File: src/rtl/lcel_pkg.sv
// ----------------------------------------------------------------------------
// lcel_pkg
// Shared types and constants of the labeled CSR edge lookup engine.
// ----------------------------------------------------------------------------
package lcel_pkg;

	localparam int VERT_W  = 12;
	localparam int LABEL_W = 8;
	localparam int IDX_W   = 16;
	localparam int VAL_W   = 17;

	localparam logic [2:0] CMD_VOFF = 3'd0;
	localparam logic [2:0] CMD_LAB  = 3'd1;
	localparam logic [2:0] CMD_LOFF = 3'd2;
	localparam logic [2:0] CMD_NBR  = 3'd3;
	localparam logic [2:0] CMD_ADJ  = 3'd4;
	localparam logic [2:0] CMD_EDGE = 3'd5;
	localparam logic [2:0] CMD_NOP  = 3'd6;

	localparam int VOFF_ENTRIES = 4097;
	localparam int LAB_ENTRIES  = 16384;
	localparam int LOFF_ENTRIES = 16385;

	localparam logic [VAL_W-1:0] MAX_LABEL_SLOTS = 17'd16384;
	localparam logic [VAL_W-1:0] MAX_NEIGHBORS   = 17'd65536;

	typedef struct packed {
		logic [2:0]         kind;
		logic               dir;
		logic               wr_ok;
		logic [IDX_W-1:0]   wr_idx;
		logic [VAL_W-1:0]   wr_val;
		logic [VERT_W-1:0]  u;
		logic [VERT_W-1:0]  v;
		logic [LABEL_W-1:0] el;
	} item_t;

endpackage

File: src/rtl/lcel_front.sv
// ----------------------------------------------------------------------------
// lcel_front
// Accepts input words, classifies the command and prepares stored values.
// ----------------------------------------------------------------------------
module lcel_front import lcel_pkg::*; (
	input  logic               clk,
	input  logic               arst_n,
	input  logic               in_valid,
	output logic               in_stall,
	input  logic [2:0]         command,
	input  logic               direction,
	input  logic [IDX_W-1:0]   write_index,
	input  logic [VAL_W-1:0]   write_value,
	input  logic [VERT_W-1:0]  first_vertex,
	input  logic [VERT_W-1:0]  second_vertex,
	input  logic [LABEL_W-1:0] edge_label,
	input  logic               q_full,
	output logic               q_push,
	output item_t              q_item
);

	logic  valid_s1;
	item_t item_s1;
	item_t item_d;
	logic  load;

	always_comb begin
		item_d        = '0;
		item_d.kind   = command;
		item_d.dir    = direction;
		item_d.wr_idx = write_index;
		item_d.u      = first_vertex;
		item_d.v      = second_vertex;
		item_d.el     = edge_label;
		unique case (command)
			CMD_VOFF: begin
				item_d.wr_ok  = ({1'b0, write_index} < VOFF_ENTRIES[IDX_W:0]);
				item_d.wr_val = (write_value > MAX_LABEL_SLOTS) ? MAX_LABEL_SLOTS
					: write_value;
			end
			CMD_LAB: begin
				item_d.wr_ok  = ({1'b0, write_index} < LAB_ENTRIES[IDX_W:0]);
				item_d.wr_val = {{(VAL_W-LABEL_W){1'b0}}, write_value[LABEL_W-1:0]};
			end
			CMD_LOFF: begin
				item_d.wr_ok  = ({1'b0, write_index} < LOFF_ENTRIES[IDX_W:0]);
				item_d.wr_val = (write_value > MAX_NEIGHBORS) ? MAX_NEIGHBORS
					: write_value;
			end
			CMD_NBR: begin
				item_d.wr_ok  = 1'b1;
				item_d.wr_val = {{(VAL_W-VERT_W){1'b0}}, write_value[VERT_W-1:0]};
			end
			CMD_ADJ, CMD_EDGE: begin
				item_d.wr_ok = 1'b0;
			end
			default: begin
				item_d.kind = CMD_NOP;
			end
		endcase
	end

	assign q_push   = valid_s1 && !q_full;
	assign q_item   = item_s1;
	assign in_stall = valid_s1 && q_full;
	assign load     = !valid_s1 || q_push;

	always_ff @(posedge clk or negedge arst_n) begin
		if (!arst_n) begin
			valid_s1 <= 1'b0;
		end else if (load) begin
			valid_s1 <= in_valid;
		end
	end

	always_ff @(posedge clk) begin
		if (load && in_valid) begin
			item_s1 <= item_d;
		end
	end

endmodule

File: config.mk
export PLATFORM = sky130hd
export DESIGN_NAME = lcel_front
export DESIGN_NICKNAME = d
export VERILOG_FILES = /design/src/rtl/lcel_pkg.sv /design/src/rtl/lcel_front.sv
export SDC_FILE = /design/constraint.sdc
export NUM_CORES = 1
export LEC_CHECK = 0
export ABC_CLOCK_PERIOD_IN_PS = 4500
export BUFFER_PORTS_ARGS = -buffer_cell sky130_fd_sc_hd__buf_2
export CAP_MARGIN = 20
export CORE_MARGIN = 3
export CORE_UTILIZATION = 35
export CTS_BUF_LIST = sky130_fd_sc_hd__clkbuf_2 sky130_fd_sc_hd__clkbuf_4 sky130_fd_sc_hd__clkbuf_8
export CTS_CLUSTER_DIAMETER = 50
export CTS_CLUSTER_SIZE = 24
export DETAILED_ROUTE_END_ITERATION = 10
export GPL_TIMING_DRIVEN = 0
export PLACE_DENSITY = 0.73
export SLEW_MARGIN = 20
export SYNTH_ARGS = -nofsm -noshare
export SYNTH_HDL_FRONTEND = slang
export SYNTH_SLANG_ARGS = --single-unit
File: constraint.sdc
create_clock -name clk -period 4.5 [get_ports clk]
set_input_delay 0.45 -clock clk [delete_from_list [all_inputs] [get_ports clk]]
set_output_delay 0.45 -clock clk [all_outputs]
set_load 0.005 [all_outputs]
==> flow_metrics.py <==
metrics = {
    "outcome": {
        "status": "complete, no violations",
    },
    "logic_synthesis": {
        "syn_nets": 209,
        "synth_xor_area_share_pct": 0,
        "yosysSeqAreaShare_pct": 82.7,
        "synth.distinct_cells": 28,
        "synth.ff_latch_count": 71,
        "yosysWarnings": 0,
        "synth_fa_ha_area_share_pct": 0,
        "syn_area_um2": 2570,
        "synthTopCellsByArea": "edfxtp_1 82%, nor4b_1 4.1%, nor3_1 1.2%",
        "synth.area.mux_share_pct": 0,
        "synth_top_area_share_pct": 81.7,
        "synth_top_area_cell": "edfxtp_1",
        "synth.avg_cell_area_um2": 18.9,
        "synth_compound_area_share_pct": 4.57,
        "synth_top_family_by_area": "simple AND/OR/NAND/NOR gates",
        "syn_inst": 136,
        "yosys.area_share.simple_pct": 11.7,
    },
    "floorplanning": {
        "dieWidth_um": 91.7,
        "start_util_pct": 37.0,
        "num_rows": 30,
        "fp.coreArea_um2": 6940,
        "die-area_um2": 8410,
        "fp.dieH_um": 91.7,
        "ios": 145,
    },
    "cts": {
        "cts_buffers": 9,
        "clk_pin_slew_ns": 0.08,
        "insertion_delay_ns": 0.34,
        "cts_resized": 0,
        "cts.path.max_buffers": 2,
        "cts_htree_levels": 3,
        "cts_tree": "done",
        "cts_setup_buffers": 0,
        "clock-sinks": 71,
        "clockRootBuffer": "clkbuf_8",
    },
    "setup_path": {
        "required_ns": 4.63,
        "endpoint_kind": "register",
        "cp-start-kind": "primary input",
        "cp_slowest_cell": "or4_4",
        "max_stage_delay_ns": 0.55,
        "critical_path_class": "primary input to register",
        "worstPathMaxFanout": 8,
        "path_cells": "buf_2 > or4_4 > nor4_4 > a41oi_4 > nor4b_1",
        "cp.arrival_ns": 2.00,
    },
    "drt": {
        "viasPerCell": 4.62,
        "drtPass1Iterations": 4,
        "routed_wl_mm": 6.04,
        "drc": 0,
        "antenna_left": 0,
        "via_count": 1812,
        "drt_iter0_drc": 55,
        "wire_per_inst_um": 15.4,
    },
    "timing": {
        "worst_pin_slew_ns": 0.792,
        "max_freq_mhz": 536,
        "tns_ns": 0,
        "drv_slew": 0,
        "min_period_ns": 1.87,
        "finalSetupViolCount": 0,
        "slew_headroom_pct": 47.1,
        "hold_ws_ns": 0.281,
        "hold_viol": 0,
        "skew_ns": 0.00671,
        "finalCritPeriodShare_pct": 41.5,
        "rsz0062_at_grt": "false",
    },
    "power_and_ir_drop": {
        "p_switching_uw": 308,
        "switching_share_pct": 22.9,
        "clkPwrFrac_pct": 32.5,
        "p_comb_share_pct": 9.7,
        "ir_drop_mv": 0.155,
        "pwr-share-seq_pct": 57.8,
        "power_density_nw_per_um2": 370,
        "p_leak_nw": 1.47,
        "power.internal_mw": 1.04,
    },
    "placed_design": {
        "place_area_um2": 3460,
        "hpwl_mm": 4.62,
        "io_buffers": 141,
        "gp_congestion": 0.714,
    },
    "grt": {
        "grt_first_pass_wirelength_mm": 9.25,
        "grt_pass1_vias": 1826,
        "antenna_found_initial": 0,
        "gr-total-overflow": 0,
        "grt_max_degree": 28,
        "grt_usage_pct": 14.4,
    },
    "cells_and_area": {
        "final_common_cell": "buf_2",
        "finish.instance_area_um2": 3640,
        "num_antenna_cells": 0,
        "final_nets": 364,
        "area_growth_pct": 41.4,
        "drive_above_1_share_pct": 56.1,
        "mostFrequentLayoutCells": "142 x buf_2, 70 x edfxtp_1, 12 x nor4b_1",
    },
    "worst_hold_path": {
        "worstHoldPathType": "primary input to register",
    },
    "job": {
        "drv_cap": 0,
    },
}
==> flip-flops by register name (all words and copies together) (netlist names) <==
register / cells
q_item: 70
valid_s1: 1
==> worst max-delay path, delay by kind of cell <==
family / cells / cell delay, ns
simple gates: 3 / 1.21
compound gates: 1 / 0.23
buf+inv: 1 / 0.10
==> worst paths after layout <==
| kind | start | slack, ns | to | cells after the start |
|---|---|---|---|---|
| worst max-delay path | write_value[8] | 2.63 | q_item[38] | 5 |
| worst min-delay path | first_vertex[11] | 0.28 | q_item[31] | 1 |
| worst max register to register | valid_s1 | 2.74 | q_item[11] | 3 |
| worst min register to register | valid_s1 | 0.70 | valid_s1 | 2 |
| max in group asynchronous | arst_n | 4.01 | valid_s1 | 2 |
| min in group asynchronous | arst_n | 0.41 | valid_s1 | 2 |
==> kinds of logic (layout without fill, tap and decap cells) <==
family	after synthesis	after routing
compound gates	13	13
simple gates	45	45
buf+inv	7	167
flops	71	71
==> per-stage QoR <==
stage / setup WS, ns / power [mW] / utilization (%) / std cells
5_1_grt: 2.52 / 1.41 / 52.4 / 392
3_5_place_dp: 2.24 / 0.925 / 49.8 / 375
2_1_floorplan: 0.238 / 0.838 / - / 136
6_report: 2.63 / 1.34 / 52.4 / 392
3_3_place_gp: -0.928 / 0.917 / 48.9 / 373
4_1_cts: 2.60 / 1.36 / 52.4 / 392
==> cells in the mapped netlist (all sizes together) <==
master   n
dfrtp    1
nor2b    2
nand4    1
edfxtp  70
a41oi    1
inv      1
clkbuf   5
and2     1
o21ai    1
or4      4
nand2    4
a21boi   1
nor4     5
o21a     1
a211oi   3
nand2b   1
nor2     8
a311oi   2
or2      1
nor3     6
a31oi    1
a21oi    2
nor4b   12
buf      1
o21bai   1
==> routing by layer <==
layer	share of wire [%]	routed length, um	GRT usage, %	vias up
li1	-	-	-	864
met1	39	2380	16.7	843
met2	51	3050	24.2	89
met3	7.7	462	4.18	16
met4	2.4	143	7.67	0
met5	0	0	0	-
==> power by group through the flow <==
stage                     Combinational (mW)  Sequential [mW]  Clock [mW]
final                                  0.130            0.778       0.437
after detailed placement               0.132            0.793           0
after global routing                   0.144            0.781       0.485
after CTS                              0.133            0.778       0.450
after global placement                 0.120            0.797           0
after floorplan                       0.0358            0.802           0
==> cell type report <==
type	instances	area (um^2)
Buffer	6	23.8
Clock inverter	6	36.3
Timing Repair Buffer	144	771
Sequential cell	71	2130
Tap cell	96	120
Fill cell	598	3310
Inverter	1	3.75
Clock buffer	10	131
Multi-Input combinational cell	58	425
==> repair_timing <==
item / CTS / global route
hold buffers: 1 / 0
endpoints found under the hold margin: 1 / 0
setup endpoints to repair: 0 / 0
Power figures use the tool's default switching activity.
