## src/rtl/lcel_pkg.sv

```systemverilog
// ----------------------------------------------------------------------------
// lcel_pkg
// Shared types and constants of the labeled CSR edge lookup engine.
// ----------------------------------------------------------------------------
package lcel_pkg;

	localparam int VERT_W  = 12;
	localparam int LABEL_W = 8;
	localparam int IDX_W   = 16;
	localparam int VAL_W   = 17;

	localparam logic [2:0] CMD_VOFF = 3'd0;
	localparam logic [2:0] CMD_LAB  = 3'd1;
	localparam logic [2:0] CMD_LOFF = 3'd2;
	localparam logic [2:0] CMD_NBR  = 3'd3;
	localparam logic [2:0] CMD_ADJ  = 3'd4;
	localparam logic [2:0] CMD_EDGE = 3'd5;
	localparam logic [2:0] CMD_NOP  = 3'd6;

	localparam int VOFF_ENTRIES = 4097;
	localparam int LAB_ENTRIES  = 16384;
	localparam int LOFF_ENTRIES = 16385;

	localparam logic [VAL_W-1:0] MAX_LABEL_SLOTS = 17'd16384;
	localparam logic [VAL_W-1:0] MAX_NEIGHBORS   = 17'd65536;

	typedef struct packed {
		logic [2:0]         kind;
		logic               dir;
		logic               wr_ok;
		logic [IDX_W-1:0]   wr_idx;
		logic [VAL_W-1:0]   wr_val;
		logic [VERT_W-1:0]  u;
		logic [VERT_W-1:0]  v;
		logic [LABEL_W-1:0] el;
	} item_t;

endpackage

```

## src/rtl/lcel_queue.sv

```systemverilog
// ----------------------------------------------------------------------------
// lcel_queue
// Four-entry queue of classified words between the front and back parts.
// ----------------------------------------------------------------------------
module lcel_queue import lcel_pkg::*; (
	input  logic  clk,
	input  logic  arst_n,
	input  logic  push,
	input  item_t push_item,
	output logic  full,
	input  logic  pop,
	output logic  empty,
	output item_t head
);

	item_t      slot_q [4];
	logic [1:0] wr_ptr_q;
	logic [1:0] rd_ptr_q;
	logic [2:0] count_q;

	assign full  = (count_q == 3'd4);
	assign empty = (count_q == 3'd0);
	assign head  = slot_q[rd_ptr_q];

	always_ff @(posedge clk or negedge arst_n) begin
		if (!arst_n) begin
			wr_ptr_q <= '0;
			rd_ptr_q <= '0;
			count_q  <= '0;
		end else begin
			if (push) begin
				wr_ptr_q <= wr_ptr_q + 2'd1;
			end
			if (pop) begin
				rd_ptr_q <= rd_ptr_q + 2'd1;
			end
			if (push && !pop) begin
				count_q <= count_q + 3'd1;
			end else if (pop && !push) begin
				count_q <= count_q - 3'd1;
			end
		end
	end

	always_ff @(posedge clk) begin
		if (push) begin
			slot_q[wr_ptr_q] <= push_item;
		end
	end

endmodule

```

## config.mk

```make
export PLATFORM = sky130hd
export DESIGN_NAME = lcel_queue
export DESIGN_NICKNAME = d
export VERILOG_FILES = /design/src/rtl/lcel_pkg.sv /design/src/rtl/lcel_queue.sv
export SDC_FILE = /design/constraint.sdc
export NUM_CORES = 1
export LEC_CHECK = 0
export BUFFER_PORTS_ARGS = -buffer_cell sky130_fd_sc_hd__buf_2
export CORE_AREA = 4 4 152 168
export DETAILED_ROUTE_END_ITERATION = 16
export DIE_AREA = 0 0 156 172
export HOLD_SLACK_MARGIN = 0.08
export PLACE_DENSITY_LB_ADDON = 0.1
export SLEW_MARGIN = 20
export SYNTH_ARGS = -nofsm -noshare
export SYNTH_HDL_FRONTEND = slang
export SYNTH_SLANG_ARGS = --single-unit
```

## constraint.sdc

```tcl
create_clock -name clk -period 4.9 [get_ports clk]
set_clock_uncertainty 0.05 [all_clocks]
set_input_delay 0.49 -clock clk [delete_from_list [all_inputs] [get_ports clk]]
set_output_delay 0.49 -clock clk [all_outputs]
set_load 0.03 [all_outputs]
```

==> results of run 1 <==
==> flip-flops by register name (all words and copies together) (netlist names) <==
name      flops
rd_ptr_q      2
count_q       3
wr_ptr_q      2
slot_q      280
==> metal layers <==
layer	share of wire [%]	routed length, µm	global-route usage (%)	vias to the layer above
li1	-	-	-	2052
met1	41	8000	18.7	2453
met2	50	9720	25.0	125
met3	7.0	1350	4.01	27
met4	1.5	289	3.92	4
met5	0.13	26	0	-
==> worst min-delay path by stage <==
stage	to	slack, ns	cells past startpoint
6_report	slot_q[2][56]$_DFFE_PP_	0.12	1
3_5_place_dp	count_q[2]$_DFFE_PN0P_	0.29	1
4_1_cts	slot_q[2][56]$_DFFE_PP_	0.10	1
2_1_floorplan	count_q[0]$_DFFE_PN0P_	0.14	0
3_3_place_gp	count_q[1]$_DFFE_PN0P_	0.28	1
5_1_grt	slot_q[2][36]$_DFFE_PP_	0.11	1
==> cells in the final DEF (no fill, tap or decap) <==
cell / n
and2_4: 4
fa_1: 1
o21ai_0: 1
clkbuf_8: 6
nor2_1: 1
buf_4: 6
ha_1: 5
clkinv_2: 7
inv_1: 4
xnor2_1: 2
dfrtp_4: 2
dlygate4sd3_1: 1
clkbuf_1: 6
nor3b_1: 1
xor2_1: 4
nor3_1: 1
clkinvlp_4: 1
diode_2: 1
mux4_1: 2
nand2_1: 2
mux4_2: 68
buf_2: 145
clkinv_1: 4
edfxtp_1: 280
dfrtp_1: 5
buf_16: 1
clkbuf_16: 29
mux2_2: 1
==> area by class of cell <==
class	instances	area, µm²
clock buffer	41	831
timing repair buffer	153	808
multi-input combinational	93	1790
tap	305	382
clock inverter	12	57.6
inverter	4	15.0
fill	1860	11200
antenna	1	2.50
sequential	287	8590
==> metrics by stage <==
| step | instances | power [mW] | util [%] | instance area [µm²] |
|---|---|---|---|---|
| floorplan | 400 | 5.48 | - | 10600 |
| global placement | 840 | 6.12 | 48.8 | 11600 |
| detailed placement | 840 | 6.15 | 48.8 | 11600 |
| CTS | 894 | 8.18 | 52.5 | 12500 |
| global route | 895 | 8.45 | 52.7 | 12500 |
| finish | 896 | 8.04 | 52.7 | 12500 |
==> worst max-delay path, cell delays in order (launching register included) <==
cell and delay, ns:
dfrtp_4 0.92, buf_4 0.48, mux4_2 0.56, buf_2 0.21
==> cells by family (layout without fill, tap and decap cells) <==
family          count (synthesis)  count (layout)  share of synthesized area [%]
flops                         287             287                           81.2
mux                            71              71                           15.1
buf+inv                        20             210                           1.94
simple gates                    9               9                          0.461
fa+ha+maj                       6               6                          0.781
xor+xnor                        6               6                          0.497
compound gates                  1               1                         0.0473
other cells                     0               1                              0
==> where the power goes <==
| group | internal, mW | total (mW) | leakage [nW] | switching, mW |
|---|---|---|---|---|
| logic | 0.957 | 2.56 | 1.19 | 1.60 |
| clock network | 1.17 | 2.02 | 0.441 | 0.847 |
| registers | 3.22 | 3.46 | 2.65 | 0.242 |
| total | 5.35 | 8.04 | 4.28 | 2.69 |
==> metrics.yaml, run 1 <==
cts_made_buffers: 29
final-setup-viol-count: 0
power_density_nw_per_um2: 644
worst_ep_arrival_time_ns: 2.72
fin_ws_ns: 1.64
overflow: 0
cap_viol_max_count: 0
r2r_start: "wr_ptr_q[0]$_DFFE_PN0P_"
crit_path_end_kind: "output pin"
insertion_delay_ns: 0.51
yosysMostFrequentCell: "edfxtp_1"
cts_setup_buffers: 0
yosys-top-cells-area: "edfxtp_1, mux4_2, dfrtp_1, buf_12, ha_1"
crit_start: "rd_ptr_q[0]$_DFFE_PN0P_"
async_flop_share_pct: 2.44
layout-drive-gt1-share_pct: 45.8
path_clk_slew_ns: 0.06
vias: 4661
layout_min_cycle_time_ns: 3.26
hold_viol: 0
grt_pass1_vias: 5195
path_class: "reg -> out"
rows: 59
die_h_um: 172
syn_inst: 400
initial_core_util_pct: 44.6
coreArea_um2: 23700
ys_ff_latch: 287
reg2reg_depth: 4
fmax_ghz: 0.306
holdWs_ns: 0.122
grt_max_degree: 72
ctsResizeCount: 0
dr.first_iter.drc_count: 243
die_w_um: 156
synth_edf_count: 280
fin_nets: 648
io_pins: 146
r2r_slack_ns: 2.69
p_leak_nw: 4.28
first_pass_iters: 4
synth_area_um2: 10600
ys.flop_type: "edfxtp_1"
hp-class: "in -> reg"
routed_wl_um: 19400
avgSynthCellArea_um2: 26.4
ir_drop_uv: 367
synth.top_cell.area_share_pct: 79.5
place_ws_ns: 2.06
status: "finished, final reports clean"
fin_setup_tns_ns: 0
dp_hpwl_um: 11500
yosysTopAreaCell: "edfxtp_1"
syn-num-nets: 480
postCtsHoldBufs: 1
slew_headroom_pct: 49.8
yosys_warnings: 0
crit_path_end: "head[68]"
crit_fanout: 38
worst_pin_slew_ns: 0.754
cts_tree: "done"
cts_htree_levels: 1
maxSlewViolCount: 0
hp-start: "push_item[56]"
reg2reg_to: "slot_q[0][53]$_DFFE_PP_"
area_growth_pct: 18.0
ant_nets: 0
start_kind: "flip-flop"
port_buffers: 145
avgViaCountPerCell: 5.20
cts_buffer_depth: 3
grt_pass1_wl_um: 29900
yosysSeqAreaShare_pct: 81.2
place_congestion: 0.674
period_share_pct: 66.6
required_ns: 4.36
ys_types: 20
die-area_um2: 26800
antenna_found_initial: 2
drc: 0
rsz0062_at_grt: "no"
clockRootBuffer: "clkbuf_16"
synth_common_cells: "edfxtp_1, mux4_2, buf_12, buf_2, dfrtp_1"
wire_per_inst_um: 21.6
grt_use_total_pct: 14.6
clkSinkCount: 287
Power figures use the tool's default switching activity.
==> run 2: changes to the inputs <==
Clock period 4.9 ns to 2.7 ns, I/O delays scaled along.
==> run 2 against run 1 <==
Net effect: sequential cell count unchanged; sequential power rose by 77%; count of clock-buffer cells in the layout increased by 2; critical path depth is the same; final area grew 6.8%; via count increased by 6.6%.
==> metrics.yaml, run 2 (same netlist as run 1, synthesis figures left out) <==
area_growth_pct: 26.0
path_class: "reg -> out"
grt_use_total_pct: 15.1
p_leak_nw: 4.64
r2r_slack_ns: 0.91
final_cell_mix: "edfxtp_1, buf_2, dlygate4sd3_1"
status: "finished, final reports clean"
grt_pass1_wl_um: 31300
maxSlewViolCount: 0
nFillCells: 1788
largest_registers: "slot_q (280), count_q (3)"
finalInstanceArea_um2: 13300
drc: 0
largest_reg_flops: 280
place_ws_ns: 0.628
antenna_found_initial: 1
dp_hpwl_um: 12000
port_buffers: 145
overflow: 0
gr-usage-met2_pct: 26.2
required_ns: 2.38
hold_viol: 0
multi_input_area_um2: 1790
initial_core_util_pct: 44.6
die_h_um: 172
fin_setup_tns_ns: 0
wire_per_inst_um: 20.7
routed_wl_um: 20300
layout-drive-gt1-share_pct: 40.4
layout_min_cycle_time_ns: 2.47
layout_commonest_cell: "edfxtp_1"
die_w_um: 156
fin_nets: 733
cts_tree: "done"
hp-class: "in -> reg"
insertion_delay_ns: 0.52
use_met3_pct: 3.50
utilization_pct: 56.2
io_pins: 146
cap_viol_max_count: 0
crit_path_end_kind: "output pin"
worst_pin_slew_ns: 0.542
start_kind: "flip-flop"
power_density_nw_per_um2: 1110
slew_headroom_pct: 63.9
use_met1_pct: 19.6
clkSinkCount: 287
place_area_um2: 11700
cts_buffer_depth: 3
holdWs_ns: 0.448
worst_ep_arrival_time_ns: 2.15
total_power_mw: 14.8
crit_fanout: 37
coreArea_um2: 23700
fmax_ghz: 0.405
avgViaCountPerCell: 5.07
largest-register: "slot_q"
grt_max_degree: 44
rsz0062_at_grt: "no"
clockRootBuffer: "clkbuf_16"
busiest_layer: "met2"
ctsResizeCount: 0
ir_drop_uv: 672
dr.first_iter.drc_count: 198
first_pass_iters: 4
die-area_um2: 26800
cts_htree_levels: 1
place_congestion: 0.706
regArea_um2: 8590
final-setup-viol-count: 0
period_share_pct: 91.4
fin_ws_ns: 0.232
rows: 59
vias: 4970
cts_made_buffers: 29
path_clk_slew_ns: 0.06
dp_cells: 848
ant_nets: 0
grt_pass1_vias: 5517
stdcell_count: 981
## run 2: cell types whose count changed in the layout (fill, tap and decap cells not counted), sizes merged
cell	before	now
buf	152	164
clkbuf	41	43
clkinv	11	10
clkinvlp	1	0
dlygate4sd3	1	74
## run 2: timing repair
action,in CTS,in global routing
hold buffers,74,0
setup endpoints to repair,0,2
setup buffers,0,5
hold endpoints to repair,291,0
## run 2: power by group
part           switching, mW  internal (mW)  total [mW]
Combinational           3.14           1.98        5.12
Sequential             0.312           5.83        6.14
Clock                   1.51           2.00        3.51
Total                   4.95           9.82        14.8
## run 2: worst max-delay path, stage by stage, from the launching register on
cell     delay (ns)
dfrtp_4        0.71
buf_12         0.31
mux4_2         0.37
buf_2          0.20
## run 2: area by class of cell
cell class / count / area share, %
flip-flops and latches: 287 / 64.5
diodes: 1 / 0.0188
inverters: 4 / 0.113
repair buffers: 238 / 12.8
well taps: 305 / 2.86
clock inverters: 10 / 0.319
clock buffers: 43 / 5.92
multi-input cells: 93 / 13.5
## run 2: worst paths after layout
kind,start,to,depth (start not counted)
setup / recovery,rd_ptr_q[1]$_DFFE_PN0P_,head[44],3
hold / removal,push_item[48],slot_q[3][48]$_DFFE_PP_,2
setup reg to reg,wr_ptr_q[0]$_DFFE_PN0P_,slot_q[0][64]$_DFFE_PP_,4
hold reg to reg,count_q[2]$_DFFE_PN0P_,count_q[2]$_DFFE_PN0P_,1
max in group asynchronous,arst_n,rd_ptr_q[1]$_DFFE_PN0P_,3
min in group asynchronous,arst_n,count_q[2]$_DFFE_PN0P_,3
## run 2: metal layers
metal | up-vias | routed length (µm)
met3 | 31 | 1260
li1 | 2220 | -
met1 | 2586 | 8330
met5 | - | 0
met4 | 0 | 387
met2 | 133 | 10300
